### src/bcfa_pkg.sv
// bcfa_pkg: shared types and constants of the contiguous frame allocator
// used by bcfa_byte_scan and bitmap_contiguous_frame_allocator; no dependencies
package bcfa_pkg;

  // frame numbers on the ports never reach beyond this many frames
  localparam int MAX_FRAMES = 32768;
  // width of a frame number that can hold MAX_FRAMES itself
  localparam int FRAME_W = 16;
  // width of a byte index that can hold MAX_FRAMES / 8 itself
  localparam int BYTE_W = 13;

  typedef enum logic {
    OP_ALLOC   = 1'b0,
    OP_RELEASE = 1'b1
  } opcode_t;

  typedef enum logic {
    ST_OK   = 1'b0,
    ST_FAIL = 1'b1
  } status_t;

  typedef enum logic [5:0] {
    S_CLEAR  = 6'b000001,
    S_IDLE   = 6'b000010,
    S_SCAN   = 6'b000100,
    S_MARK   = 6'b001000,
    S_REL_RD = 6'b010000,
    S_REL_WR = 6'b100000
  } state_t;

  // outcome of scanning one bitmap byte
  typedef struct packed {
    logic               found;
    logic [FRAME_W-1:0] run;
    logic [14:0]        base;
    logic [14:0]        last;
  } scan_res_t;

endpackage

### src/bcfa_byte_scan.sv
// bcfa_byte_scan: first-fit run tracking over the eight frames of one bitmap byte
// depends on bcfa_pkg for scan_res_t and widths
module bcfa_byte_scan
  import bcfa_pkg::*;
(
  input  logic [BYTE_W-1:0]  byte_ptr,
  input  logic [7:0]         byte_data,
  input  logic [14:0]        win_start,
  input  logic [FRAME_W-1:0] hi,
  input  logic [FRAME_W-1:0] count,
  input  logic [FRAME_W-1:0] run_in,
  input  logic [14:0]        base_in,
  output scan_res_t          res
);

  // walk the eight frames, lowest first, stopping at the first fit
  always_comb begin
    logic [FRAME_W-1:0] f;
    res.found = 1'b0;
    res.run   = run_in;
    res.base  = base_in;
    res.last  = '0;
    for (int i = 0; i < 8; i++) begin
      f = {byte_ptr, 3'(i)};
      if (!res.found && f >= {1'b0, win_start} && f < hi) begin
        if (byte_data[i]) begin
          res.run = '0;
        end else begin
          if (res.run == '0) begin
            res.base = f[14:0];
          end
          res.run = res.run + 1'b1;
          if (res.run == count) begin
            res.found = 1'b1;
            res.last  = f[14:0];
          end
        end
      end
    end
  end

endmodule
### config.mk
export PLATFORM = sky130hd
export DESIGN_NAME = bcfa_byte_scan
export DESIGN_NICKNAME = d
export VERILOG_FILES = /design/src/bcfa_pkg.sv /design/src/bcfa_byte_scan.sv
export SDC_FILE = /design/constraint.sdc
export NUM_CORES = 1
export LEC_CHECK = 0
export BUFFER_PORTS_ARGS = -buffer_cell sky130_fd_sc_hd__buf_4
export CAP_MARGIN = 30
export CORE_MARGIN = 4
export CORE_UTILIZATION = 60
export DETAILED_ROUTE_END_ITERATION = 8
export PLACE_DENSITY = 0.81
export SLEW_MARGIN = 0
export SYNTH_ARGS = -nofsm -noshare
export SYNTH_HDL_FRONTEND = slang
export SYNTH_SLANG_ARGS = --single-unit
### constraint.sdc
create_clock -name vclk -period 22
set_clock_uncertainty 0.05 [all_clocks]
set_input_delay 1.1 -clock vclk [all_inputs]
set_output_delay 1.1 -clock vclk [all_outputs]
set_load 0.02 [all_outputs]
==> reports/metrics.yaml <==
ios: 146
cp_common_cell: "ha_1"
power_per_cell_area_nw_per_um2: 47.84
setup_violations: 0
n_sequential_cell: 0
drtIter0Drc: 2968
yosysSeqAreaShare_pct: 0
ant_nets: 0
track_usage_pct: 44.66
drv_cap: 0
clock.fmax_mhz: 48.63
place_ws_ns: 1.685
worst_setup_path_end_kind: "output pin"
core_area_um2: 22570
final_nets: 2249
vias: 18370
grt_pass1_vias: 16580
die_w_um: 159.3
grt_max_degree: 47
finalWirelength_mm: 61.69
rsz0062_at_grt: "no"
status: "complete, no violations"
crit_required_ns: 20.85
dieHeight_um: 159.3
synth_cell_types: 129
crit_arrival_ns: 19.41
p_leak_nw: 5.266
rows: 55
cp_max_fo: 40
io_buffers: 146
final_cells: 2393
startpoint_type: "primary input"
syn_area_um2: 13740
min_path_type: "primary input to output pin"
cp_top_family: "simple AND/OR/NAND/NOR gates"
detail_route.wl_per_cell_um: 25.78
dieArea_um2: 25380
placed_cells_incl_taps: 2391
drive_gt1_share_pct: 14.99
final_cell_mix: "176 x buf_4, 163 x nor2_1, 159 x nand2_1, 135 x xnor2_1, 108 x nand3_1"
regArea_um2: 0
grt_pass1_wl_mm: 93.75
syn_nets: 2215
max_stage_delay_ns: 0.78
mostFrequentLayoutCell: "buf_4"
setup-tns-final_ns: 0
grt.overflow.total: 0
crit_type: "primary input to output pin"
setup_slack_ns: 1.436
drc_errors: 0
yosysWarnings: 0
nFillCells: 2193
tightest_slew_ns: 1.089
slew_viol_final: 0
period_share_pct: 93.47
slowest_stage: "o21ai_2"
antenna_cells: 0
slew_headroom_pct: 27.03
vias_per_cell: 7.677
avgSynthCellArea_um2: 6.618
irDropWorstVdd_mv: 0.03315
path_buf_inv: 6
syn_inst: 2076
area_growth_pct: 7.467
antenna_found_initial: 0
first_pass_iters: 6
dp_hpwl_mm: 47.39
holdWs_ns: 2.473
min_period_ns: 20.56
hold_viol_final: 0
final.clkbuf_count: 0
place.gp.congestion: 1.060
initial_core_util_pct: 60.87
[where the power goes]
part | switching (mW) | leakage (nW) | internal [mW]
Combinational | 0.460 | 5.27 | 0.246
Clock | 0 | 0 | 0
Sequential | 0 | 0 | 0
Total | 0.460 | 5.27 | 0.246
[worst paths after layout]
path,endpoint,from,slack [ns],depth (start not counted)
setup / recovery,res[4],byte_ptr[9],1.44,56
hold / removal,res[17],base_in[2],2.47,4
[per-stage QoR]
stage	power [mW]	instance area (µm²)	utilization [%]
4_1_cts	0.6747	14750	65.35
6_report	0.7063	14770	65.42
3_5_place_dp	0.6718	14750	65.35
2_1_floorplan	0.4888	13740	-
3_3_place_gp	0.6620	14740	65.28
5_1_grt	0.7446	14770	65.42
[layout make-up]
type | count | area (µm²) | area share (%)
Multi-Input combinational cell | 1848 | 12760 | 86.43
Timing Repair Buffer | 180 | 1348 | 9.126
Tap cell | 285 | 356.6 | 2.415
Inverter | 80 | 300.3 | 2.034
[logic make-up after synthesis]
logic type | count (synthesis) | synth area share (%)
buffers and inverters | 228 | 7.212
adders and majority gates | 40 | 3.643
xor gates and xnor gates | 164 | 10.86
AOI/OAI and AO/OA | 658 | 36.09
muxes | 61 | 5.063
and+or+nand+nor | 925 | 37.14
[layer usage]
layer	wire length (µm)	share of wire [%]	track usage (%)
met2	26030	42	69.12
met1	22810	37	57.67
met3	9104	15	11.49
met5	0	0	0
met4	3753	6.1	22.05
[cell usage after synthesis, drive strengths merged (11+ instances only)]
master,n,area [µm²]
nor2,165,624.4
nand2,161,609.3
xnor2,135,1182
a21oi,110,561.8
nand3,110,560.5
o21ai,108,555.5
nor3,96,500.5
clkbuf,92,347.8
nand4,78,503.0
inv,75,281.5
buf,56,342.8
o211ai,55,417.9
nor4,50,382.9
or3,41,256.5
ha,40,500.5
a211oi,37,325.3
and2,36,225.2
and3,32,200.2
mux2,32,397.9
a211o,29,254.0
mux2i,29,297.8
a31oi,28,205.2
o22ai,28,181.4
or4,25,191.4
xor2,25,219.0
o21a,24,180.2
or2,23,143.9
a2111oi,19,224.0
nor2b,19,118.9
o2111ai,19,166.4
and4,17,148.9
nand2b,17,106.4
o311ai,16,165.2
o31ai,16,138.9
a21o,15,120.1
a21boi,13,97.59
nor4b,13,143.9
o211a,13,130.1
o221ai,12,122.6
a221oi,11,108.9
a22oi,11,92.58
[repair_timing]
action / CTS / global route
setup buffers: 0 / 0
hold buffers: 0 / 0
endpoints found under the hold margin: 0 / 0
gates resized for setup: 0 / 1
setup endpoints to repair: 0 / 12
Power figures use the tool's default switching activity.
